<file path="src/design/in_order_delivery_reorder_defines.svh">
// ----------------------------------------------------------------------------
// In-order delivery reorder: assertion macros
// Shared property forms for the checks at the end of the control module.
// ----------------------------------------------------------------------------
`ifndef IN_ORDER_DELIVERY_REORDER_DEFINES_SVH
`define IN_ORDER_DELIVERY_REORDER_DEFINES_SVH

// Consequent holds in the same cycle as the antecedent.
`define IODR_ASSERT_NOW(name, ante, cons, msg) \
    name: assert property (@(posedge clk) disable iff (!rst_n) (ante) |-> (cons)) \
        else $error(msg);

// Consequent holds in the cycle after the antecedent.
`define IODR_ASSERT_NEXT(name, ante, cons, msg) \
    name: assert property (@(posedge clk) disable iff (!rst_n) (ante) |=> (cons)) \
        else $error(msg);

`endif

</file>
<file path="src/design/iodr_pkg.sv">
// ----------------------------------------------------------------------------
// In-order delivery reorder: package
// Sizes, status codes, cell operations and control types.
// ----------------------------------------------------------------------------
`timescale 1ns / 1ps
`default_nettype none

package iodr_pkg;

    localparam int HOLD_DEPTH   = 16;
    localparam int PAYLOAD_BITS = 64;
    localparam int SEQ_BITS     = 32;
    localparam int MSG_BITS     = 64;
    localparam int COUNT_BITS   = $clog2(HOLD_DEPTH + 1);

    localparam logic [1:0] ST_DELIVERED = 2'd0;
    localparam logic [1:0] ST_DUPLICATE = 2'd1;
    localparam logic [1:0] ST_REFUSED   = 2'd2;
    localparam logic [1:0] ST_BUFFERED  = 2'd3;

    typedef enum logic [1:0] {
        OP_HOLD,
        OP_INSERT,
        OP_POP
    } cell_op_t;

    typedef enum logic [1:0] {
        S_IDLE,
        S_EVAL,
        S_DRAIN
    } state_t;

    typedef struct packed {
        logic                      any_match;
        logic [SEQ_BITS-1:0]       head_seq;
        logic [PAYLOAD_BITS-1:0]   head_payload;
        logic [SEQ_BITS-1:0]       next_seq;
    } store_sts_t;

endpackage

`default_nettype wire

</file>
<file path="src/design/in_order_delivery_reorder.sv">
// ----------------------------------------------------------------------------
// In-order delivery reorder
// Receiver side of a sequenced stream: delivers messages in sequence order,
// holding early arrivals in a sorted row of cells.
// ----------------------------------------------------------------------------
// Usage:
//   An item (msg_seq, msg_payload) is taken at a clock edge with start high
//   and busy low. Results appear on status, out_seq, out_payload and last for
//   one cycle each, marked by out_valid; the receiver cannot stall them.
//   Every item yields one result unless it is the next expected sequence and
//   the held head continues the run, in which case each held follower adds one
//   more result, one per cycle. last marks the final result of an item.
//   Flow: the accept edge registers the item and enters S_EVAL, which
//   registers the first result; a new item is taken only once the block is
//   idle again, after its last result is registered. All held entries are
//   compared with the item at once, one comparator per cell; the run
//   drains one cell shift per cycle.
//   The user must write the null sequence register via cfg_valid/cfg_ready/
//   cfg_data (ready is always high) only while the block is idle; not enforced.
//   Reset (rst_n low, asynchronous) empties the store, clears the last
//   delivered sequence and the null sequence, and leaves the block idle.
// ----------------------------------------------------------------------------
`timescale 1ns / 1ps
`default_nettype none

module in_order_delivery_reorder
(
    input  wire                                  clk,
    input  wire                                  rst_n,
    input  wire                                  start,
    output logic                                 busy,
    input  wire [iodr_pkg::SEQ_BITS-1:0]         msg_seq,
    input  wire [iodr_pkg::MSG_BITS-1:0]         msg_payload,
    input  wire                                  cfg_valid,
    output logic                                 cfg_ready,
    input  wire [iodr_pkg::SEQ_BITS-1:0]         cfg_data,
    output logic                                 out_valid,
    output logic [1:0]                           status,
    output logic [iodr_pkg::SEQ_BITS-1:0]        out_seq,
    output logic [iodr_pkg::MSG_BITS-1:0]        out_payload,
    output logic                                 last
);

    iodr_pkg::store_sts_t                  sts;
    iodr_pkg::cell_op_t                    op;
    logic [iodr_pkg::HOLD_DEPTH-1:0]       occupied;
    logic [iodr_pkg::SEQ_BITS-1:0]         item_seq;
    logic [iodr_pkg::PAYLOAD_BITS-1:0]     item_payload;
    logic [iodr_pkg::HOLD_DEPTH-1:0]       lower;
    logic [iodr_pkg::HOLD_DEPTH-1:0]       match;
    logic [iodr_pkg::SEQ_BITS-1:0]         cell_seq [iodr_pkg::HOLD_DEPTH];
    logic [iodr_pkg::PAYLOAD_BITS-1:0]     cell_payload [iodr_pkg::HOLD_DEPTH];
    logic [iodr_pkg::SEQ_BITS-1:0]         second_seq;

    iodr_ctrl u_ctrl
    (
        .clk          (clk),
        .rst_n        (rst_n),
        .start        (start),
        .busy         (busy),
        .msg_seq      (msg_seq),
        .msg_payload  (msg_payload),
        .cfg_valid    (cfg_valid),
        .cfg_ready    (cfg_ready),
        .cfg_data     (cfg_data),
        .sts          (sts),
        .op           (op),
        .occupied     (occupied),
        .item_seq     (item_seq),
        .item_payload (item_payload),
        .out_valid    (out_valid),
        .status       (status),
        .out_seq      (out_seq),
        .out_payload  (out_payload),
        .last         (last)
    );

    for (genvar i = 0; i < iodr_pkg::HOLD_DEPTH; i++)
    begin : g_cell
        logic                              left_lower;
        logic [iodr_pkg::SEQ_BITS-1:0]     left_seq;
        logic [iodr_pkg::PAYLOAD_BITS-1:0] left_payload;
        logic [iodr_pkg::SEQ_BITS-1:0]     right_seq;
        logic [iodr_pkg::PAYLOAD_BITS-1:0] right_payload;

        if (i == 0)
        begin : g_first
            assign left_lower   = 1'b1;
            assign left_seq     = item_seq;
            assign left_payload = item_payload;
        end
        else
        begin : g_inner
            assign left_lower   = lower[i-1];
            assign left_seq     = cell_seq[i-1];
            assign left_payload = cell_payload[i-1];
        end

        if (i == iodr_pkg::HOLD_DEPTH - 1)
        begin : g_end
            assign right_seq     = cell_seq[i];
            assign right_payload = cell_payload[i];
        end
        else
        begin : g_mid
            assign right_seq     = cell_seq[i+1];
            assign right_payload = cell_payload[i+1];
        end

        iodr_cell u_cell
        (
            .clk           (clk),
            .op            (op),
            .occupied      (occupied[i]),
            .item_seq      (item_seq),
            .item_payload  (item_payload),
            .left_lower    (left_lower),
            .left_seq      (left_seq),
            .left_payload  (left_payload),
            .right_seq     (right_seq),
            .right_payload (right_payload),
            .lower         (lower[i]),
            .match         (match[i]),
            .seq           (cell_seq[i]),
            .payload       (cell_payload[i])
        );
    end

    if (iodr_pkg::HOLD_DEPTH > 1)
    begin : g_second
        assign second_seq = cell_seq[1];
    end
    else
    begin : g_no_second
        assign second_seq = '0;
    end

    assign sts.any_match    = |match;
    assign sts.head_seq     = cell_seq[0];
    assign sts.head_payload = cell_payload[0];
    assign sts.next_seq     = second_seq;

endmodule

`default_nettype wire

</file>
<file path="src/design/iodr_cell.sv">
// ----------------------------------------------------------------------------
// In-order delivery reorder: store cell
// One slot of the sorted store. Compares its entry against the item, and
// keeps, takes the item, takes the left neighbour (shift up) or takes the
// right neighbour (pop) as the control commands.
// ----------------------------------------------------------------------------
`timescale 1ns / 1ps
`default_nettype none

module iodr_cell
(
    input  wire                                  clk,
    input  wire iodr_pkg::cell_op_t              op,
    input  wire                                  occupied,
    input  wire [iodr_pkg::SEQ_BITS-1:0]         item_seq,
    input  wire [iodr_pkg::PAYLOAD_BITS-1:0]     item_payload,
    input  wire                                  left_lower,
    input  wire [iodr_pkg::SEQ_BITS-1:0]         left_seq,
    input  wire [iodr_pkg::PAYLOAD_BITS-1:0]     left_payload,
    input  wire [iodr_pkg::SEQ_BITS-1:0]         right_seq,
    input  wire [iodr_pkg::PAYLOAD_BITS-1:0]     right_payload,
    output logic                                 lower,
    output logic                                 match,
    output logic [iodr_pkg::SEQ_BITS-1:0]        seq,
    output logic [iodr_pkg::PAYLOAD_BITS-1:0]    payload
);

    logic [iodr_pkg::SEQ_BITS-1:0]     seq_reg;
    logic [iodr_pkg::SEQ_BITS-1:0]     seq_next;
    logic [iodr_pkg::PAYLOAD_BITS-1:0] payload_reg;
    logic [iodr_pkg::PAYLOAD_BITS-1:0] payload_next;

    assign lower   = occupied && (seq_reg < item_seq);
    assign match   = occupied && (seq_reg == item_seq);
    assign seq     = seq_reg;
    assign payload = payload_reg;

    always_comb
    begin
        seq_next     = seq_reg;
        payload_next = payload_reg;
        case (op)
            iodr_pkg::OP_INSERT:
            begin
                // keep smaller entries, land the item in the gap, shift the rest up
                if (!lower)
                begin
                    if (left_lower)
                    begin
                        seq_next     = item_seq;
                        payload_next = item_payload;
                    end
                    else
                    begin
                        seq_next     = left_seq;
                        payload_next = left_payload;
                    end
                end
            end
            iodr_pkg::OP_POP:
            begin
                seq_next     = right_seq;
                payload_next = right_payload;
            end
            default:
            begin
                seq_next     = seq_reg;
                payload_next = payload_reg;
            end
        endcase
    end

    always_ff @(posedge clk)
    begin
        seq_reg     <= seq_next;
        payload_reg <= payload_next;
    end

endmodule

`default_nettype wire

</file>
<file path="src/design/iodr_ctrl.sv">
// ----------------------------------------------------------------------------
// In-order delivery reorder: control
// Item capture, classification, delivery run sequencing, fill count,
// configuration register and result registers.
// ----------------------------------------------------------------------------
`timescale 1ns / 1ps
`default_nettype none
`include "in_order_delivery_reorder_defines.svh"

module iodr_ctrl
(
    input  wire                                  clk,
    input  wire                                  rst_n,
    input  wire                                  start,
    output logic                                 busy,
    input  wire [iodr_pkg::SEQ_BITS-1:0]         msg_seq,
    input  wire [iodr_pkg::MSG_BITS-1:0]         msg_payload,
    input  wire                                  cfg_valid,
    output logic                                 cfg_ready,
    input  wire [iodr_pkg::SEQ_BITS-1:0]         cfg_data,
    input  wire iodr_pkg::store_sts_t            sts,
    output iodr_pkg::cell_op_t                   op,
    output logic [iodr_pkg::HOLD_DEPTH-1:0]      occupied,
    output logic [iodr_pkg::SEQ_BITS-1:0]        item_seq,
    output logic [iodr_pkg::PAYLOAD_BITS-1:0]    item_payload,
    output logic                                 out_valid,
    output logic [1:0]                           status,
    output logic [iodr_pkg::SEQ_BITS-1:0]        out_seq,
    output logic [iodr_pkg::MSG_BITS-1:0]        out_payload,
    output logic                                 last
);

    iodr_pkg::state_t                    state_reg;
    iodr_pkg::state_t                    state_next;
    logic [iodr_pkg::SEQ_BITS-1:0]       null_reg;
    logic [iodr_pkg::SEQ_BITS-1:0]       delivered_reg;
    logic [iodr_pkg::SEQ_BITS-1:0]       delivered_next;
    logic [iodr_pkg::COUNT_BITS-1:0]     count_reg;
    logic [iodr_pkg::COUNT_BITS-1:0]     count_next;
    logic [iodr_pkg::SEQ_BITS-1:0]       item_seq_reg;
    logic [iodr_pkg::SEQ_BITS-1:0]       item_seq_next;
    logic [iodr_pkg::PAYLOAD_BITS-1:0]   item_payload_reg;
    logic [iodr_pkg::PAYLOAD_BITS-1:0]   item_payload_next;
    logic                                out_valid_reg;
    logic                                out_valid_next;
    logic [1:0]                          status_reg;
    logic [1:0]                          status_next;
    logic [iodr_pkg::SEQ_BITS-1:0]       out_seq_reg;
    logic [iodr_pkg::SEQ_BITS-1:0]       out_seq_next;
    logic [iodr_pkg::MSG_BITS-1:0]       out_payload_reg;
    logic [iodr_pkg::MSG_BITS-1:0]       out_payload_next;
    logic                                last_reg;
    logic                                last_next;

    logic                                stale;
    logic                                in_order;
    logic                                head_follows;
    logic                                next_follows;
    logic                                full;
    logic [iodr_pkg::SEQ_BITS-1:0]       item_succ;
    logic [iodr_pkg::SEQ_BITS-1:0]       head_succ;

    assign busy         = (state_reg != iodr_pkg::S_IDLE);
    assign cfg_ready    = 1'b1;
    assign item_seq     = item_seq_reg;
    assign item_payload = item_payload_reg;
    assign out_valid    = out_valid_reg;
    assign status       = status_reg;
    assign out_seq      = out_seq_reg;
    assign out_payload  = out_payload_reg;
    assign last         = last_reg;

    always_comb
    begin
        for (int i = 0; i < iodr_pkg::HOLD_DEPTH; i++)
        begin
            occupied[i] = (count_reg > iodr_pkg::COUNT_BITS'(i));
        end
    end

    assign item_succ    = item_seq_reg + iodr_pkg::SEQ_BITS'(1);
    assign head_succ    = sts.head_seq + iodr_pkg::SEQ_BITS'(1);
    assign stale        = (item_seq_reg == null_reg) || (item_seq_reg <= delivered_reg);
    assign in_order     = (item_seq_reg == (delivered_reg + iodr_pkg::SEQ_BITS'(1)));
    assign head_follows = (count_reg != '0) && (sts.head_seq == item_succ);
    assign next_follows = (count_reg > iodr_pkg::COUNT_BITS'(1)) && (sts.next_seq == head_succ);
    assign full         = (count_reg == iodr_pkg::COUNT_BITS'(iodr_pkg::HOLD_DEPTH));

    // next state
    always_comb
    begin
        state_next = state_reg;
        case (state_reg)
            iodr_pkg::S_IDLE:
            begin
                if (start)
                begin
                    state_next = iodr_pkg::S_EVAL;
                end
            end
            iodr_pkg::S_EVAL:
            begin
                if (!stale && in_order && head_follows)
                begin
                    state_next = iodr_pkg::S_DRAIN;
                end
                else
                begin
                    state_next = iodr_pkg::S_IDLE;
                end
            end
            iodr_pkg::S_DRAIN:
            begin
                if (!next_follows)
                begin
                    state_next = iodr_pkg::S_IDLE;
                end
            end
            default:
            begin
                state_next = iodr_pkg::S_IDLE;
            end
        endcase
    end

    // outputs and datapath
    always_comb
    begin
        op                = iodr_pkg::OP_HOLD;
        delivered_next    = delivered_reg;
        count_next        = count_reg;
        item_seq_next     = item_seq_reg;
        item_payload_next = item_payload_reg;
        out_valid_next    = 1'b0;
        status_next       = status_reg;
        out_seq_next      = out_seq_reg;
        out_payload_next  = out_payload_reg;
        last_next         = last_reg;
        case (state_reg)
            iodr_pkg::S_IDLE:
            begin
                if (start)
                begin
                    item_seq_next     = msg_seq;
                    item_payload_next = msg_payload[iodr_pkg::PAYLOAD_BITS-1:0];
                end
            end
            iodr_pkg::S_EVAL:
            begin
                out_valid_next   = 1'b1;
                out_seq_next     = item_seq_reg;
                out_payload_next = '0;
                last_next        = 1'b1;
                if (stale)
                begin
                    status_next = iodr_pkg::ST_DUPLICATE;
                end
                else if (in_order)
                begin
                    status_next      = iodr_pkg::ST_DELIVERED;
                    out_payload_next = iodr_pkg::MSG_BITS'(item_payload_reg);
                    delivered_next   = item_seq_reg;
                    last_next        = !head_follows;
                end
                else if (sts.any_match)
                begin
                    status_next = iodr_pkg::ST_DUPLICATE;
                end
                else if (full)
                begin
                    status_next = iodr_pkg::ST_REFUSED;
                end
                else
                begin
                    status_next = iodr_pkg::ST_BUFFERED;
                    op          = iodr_pkg::OP_INSERT;
                    count_next  = count_reg + iodr_pkg::COUNT_BITS'(1);
                end
            end
            iodr_pkg::S_DRAIN:
            begin
                // deliver the head and advance the row by one cell
                out_valid_next   = 1'b1;
                status_next      = iodr_pkg::ST_DELIVERED;
                out_seq_next     = sts.head_seq;
                out_payload_next = iodr_pkg::MSG_BITS'(sts.head_payload);
                last_next        = !next_follows;
                delivered_next   = sts.head_seq;
                op               = iodr_pkg::OP_POP;
                count_next       = count_reg - iodr_pkg::COUNT_BITS'(1);
            end
            default:
            begin
                op = iodr_pkg::OP_HOLD;
            end
        endcase
    end

    always_ff @(posedge clk or negedge rst_n)
    begin
        if (!rst_n)
        begin
            state_reg     <= iodr_pkg::S_IDLE;
            null_reg      <= '0;
            delivered_reg <= '0;
            count_reg     <= '0;
            out_valid_reg <= 1'b0;
        end
        else
        begin
            state_reg     <= state_next;
            delivered_reg <= delivered_next;
            count_reg     <= count_next;
            out_valid_reg <= out_valid_next;
            if (cfg_valid)
            begin
                null_reg <= cfg_data;
            end
        end
    end

    always_ff @(posedge clk)
    begin
        item_seq_reg     <= item_seq_next;
        item_payload_reg <= item_payload_next;
        status_reg       <= status_next;
        out_seq_reg      <= out_seq_next;
        out_payload_reg  <= out_payload_next;
        last_reg         <= last_next;
    end

    `IODR_ASSERT_NOW(a_count_bound, 1'b1, count_reg <= iodr_pkg::COUNT_BITS'(iodr_pkg::HOLD_DEPTH), "fill count beyond store depth")
    `IODR_ASSERT_NOW(a_drain_nonempty, state_reg == iodr_pkg::S_DRAIN, count_reg != '0, "drain with empty store")
    `IODR_ASSERT_NEXT(a_run_continues, out_valid_reg && !last_reg, out_valid_reg, "result run broken before last")
    `IODR_ASSERT_NEXT(a_accept_eval, !busy && start, state_reg == iodr_pkg::S_EVAL, "accepted item not evaluated")

endmodule

`default_nettype wire
</file>
<file path="config.mk">
export PLATFORM = sky130hd
export DESIGN_NAME = in_order_delivery_reorder
export DESIGN_NICKNAME = d
export VERILOG_FILES = /design/src/design/iodr_pkg.sv /design/src/design/in_order_delivery_reorder.sv /design/src/design/iodr_cell.sv /design/src/design/iodr_ctrl.sv
export VERILOG_INCLUDE_DIRS = /design/src /design/src/design
export SDC_FILE = /design/constraint.sdc
export NUM_CORES = 2
export LEC_CHECK = 0
export BUFFER_PORTS_ARGS = -buffer_cell sky130_fd_sc_hd__clkbuf_2
export CAP_MARGIN = 20
export CORE_MARGIN = 2
export CORE_UTILIZATION = 64
export CTS_CLUSTER_SIZE = 40
export DETAILED_ROUTE_END_ITERATION = 12
export PLACE_DENSITY = 0.81
export SLEW_MARGIN = 20
export SYNTH_ARGS = -nofsm -noshare
export SYNTH_HDL_FRONTEND = slang
export SYNTH_HIERARCHICAL = 1
export SYNTH_SLANG_ARGS = --single-unit
</file>
<file path="constraint.sdc">
create_clock -name clk -period 8.06 [get_ports clk]
set_input_delay 1.612 -clock clk [delete_from_list [all_inputs] [get_ports clk]]
set_output_delay 1.612 -clock clk [all_outputs]
set_load 0.02 [all_outputs]
</file>
==> impl_metrics.yaml <==
setup_path:
  cpLargestDelayFamily: "simple AND/OR/NAND/NOR gates"
  startpoint: "u_ctrl/item_seq[26]"
  critical_path_arrival_ps: 7120
  critPathMostFrequentCell: "nor2_1"
  timing.critical_path.slowest_stage_cell: "edfxtp_1"
  crit_fanout: 28
  r2r_start: "u_ctrl/item_seq[26]"
  cp_data_required_time_ps: 8500
  crit_chain: "buf_4 > inv_1 > ha_1 > nand4_1 > nor2_1 > nand4_1 > nor2_1 > nor4_1 > nand4_1 > nor3_1 > o21ai_1 > nor2_1 > and3_2 > buf_4 > inv_1 > nor2_1 > nand2_1 > o32ai_1 > a311o_2 > buf_4"
  crit_buf_inv: 5
  max_stage_delay_ps: 680
  cp-start-kind: "flop"
  critPathKind: "flop to flop"
  cp-end-kind: "flop"
power:
  power_density_nw_per_um2: 334
  power.total_uw: 38500
  ir_worst_vdd_v: 0.000342
  power_leakage_uw: 0.0413
timing:
  tns_ps: 0
  rsz0062_at_grt: "false"
  timing.fmax_mhz: 150
  finalCriticalPeriod_ps: 6680
  worstMarginPinSlew_ps: 1210
  clock_skew_ps: 77.4
  drv_slew: 0
  setup_viol: 0
  hold_violations: 0
  period_share_pct: 82.9
  slew_headroom_pct: 19.2
floorplan:
  io_pins: 234
  dieArea_um2: 168000
  initial_core_util_pct: 64.6
  core_um2: 163000
  dieHeight_um: 410
  fp.dieW_um: 410
  rows: 148
yosys:
  avgSynthCellArea_um2: 10.7
  syn_nets: 10500
  ys_warn_count: 6
  syn_area_um2: 105000
  syn_inst: 9856
clock_network:
  cts_buffers: 189
  clkTransAtPathRegs_ps: 60
  cts_max_level: 4
  cts_sinks: 1803
  root_buffer: "clkbuf_16"
  cts_tree: "yes"
  post-cts-setup-buffers: 0
  clockBufferDepth: 3
  ctsHoldBuffers: 0
  clock_latency_ps: 870
  cts_resized: 0
finish:
  fin_cells: 12200
  fillCellCount: 11500
  drive_gt1_share_pct: 8.48
  largest_reg_flops: 1024
  fin_nets: 10500
  areaGrowthSynthToFinish_pct: 9.25
  final_util_pct: 70.6
  final_area_um2: 115000
routing:
  wl_per_cell_um: 25.4
  postRouteAntennaNets: 0
  drc: 3
  vias: 81400
  drt_iter0_markers: 9921
  drt-total-wl_um: 310000
  dr.pass1.iters: 12
  vias_per_cell: 6.68
job:
  drv_cap: 0
global_routing:
  grt_pass1_wl_um: 473000
  grtUsageTotal_pct: 36.0
  grt_remaining_overflow: 0
  grt_max_degree: 193
  antenna_found_initial: 8
  grt_pass1_vias: 81500
placed_design:
  port_buffers: 232
  placedInstanceArea_um2: 109000
  place_inst: 11800
  post-dp-hpwl_um: 192000
  gp_congestion: 0.968
min_path:
  min_from: "g_cell[15].u_cell/payload[43]"
  hp-class: "flop to flop"
run_status:
  status: "finished with violations"
  violations: "DRC"
through the flow:
stage | hold slack (ps) | setup slack (ps)
floorplan | 485 | 1070
global placement | 515 | 1540
detailed placement | 521 | 1600
CTS | 499 | 1510
global route | 529 | 1010
finish | 506 | 1380
final cells by class:
cell class | instances | area (um2) | area share [%]
diodes | 8 | 20.0 | 0.0174
clock buffers | 235 | 4920 | 4.28
clock inverters | 120 | 1200 | 1.04
inverters | 589 | 2210 | 1.92
multi-input cells | 6863 | 47200 | 41.0
flip-flops and latches | 1803 | 53800 | 46.7
well taps | 2175 | 2720 | 2.36
repair buffers | 390 | 3030 | 2.63
final timing paths:
check                                                      to  slack, ps  depth (start not counted)
worst max-delay path             g_cell[5].u_cell/payload[53]       1380                         20
worst min-delay path            g_cell[14].u_cell/payload[43]        510                          2
worst max register to register   g_cell[5].u_cell/payload[53]       1380                         20
worst min register to register  g_cell[14].u_cell/payload[43]        510                          2
max in group asynchronous             u_ctrl/delivered_reg[8]       6730                          1
min in group asynchronous                 u_ctrl/null_reg[23]        800                          1
worst register-to-register path: stages (launching register included):
cell,delay [ps]
edfxtp_1,680
buf_4,410
inv_1,120
ha_1,330
nand4_1,180
nor2_1,110
nand4_1,290
nor2_1,100
nor4_1,480
nand4_1,330
nor3_1,240
o21ai_1,240
nor2_1,210
and3_2,300
buf_4,570
inv_1,170
nor2_1,160
nand2_1,80
o32ai_1,160
a311o_2,550
buf_4,580
report_power, final:
group          leakage, uW  switching, uW  internal (uW)
Combinational       0.0215           8850           5300
Sequential          0.0168           1670          13900
Clock              0.00296           3920           4830
placed cells by master (no fill, tap or decap), types with 16 or more instances in the layout:
cell type  count
a221oi_1      16
nor2b_4       16
o21ai_0     1589
a21oi_1      234
a21o_1        25
clkinv_1      48
o32ai_1       17
o21ai_1       32
xnor2_1      109
clkbuf_16    190
clkbuf_1      45
o211ai_1      36
edfxtp_1    1731
buf_4        105
nand2b_1      20
and4_1        40
a211oi_1      23
dfrtp_1       72
nand2_1     1720
inv_1        587
clkbuf_2     231
clkinv_2      34
nor3_1        25
ha_1         553
xor2_1        52
a21oi_2       31
o31ai_1       22
a22o_1        64
mux2i_1     1545
buf_12        51
nand4_1      139
nor4_1        44
nor2_1       119
nor2b_1       20
a21bo_2       16
mux2_2        65
nand3_1       78
and3_1        47
a221oi_2      16
metal layers:
metal	vias to the layer above	part of all wire, %	track usage [%]
li1	35900	-	-
met1	39700	39	48.0
met2	4931	46	57.1
met3	885	11	7.35
met4	6	4.6	16.2
met5	-	0.012	0
Power figures use the tool's default switching activity.
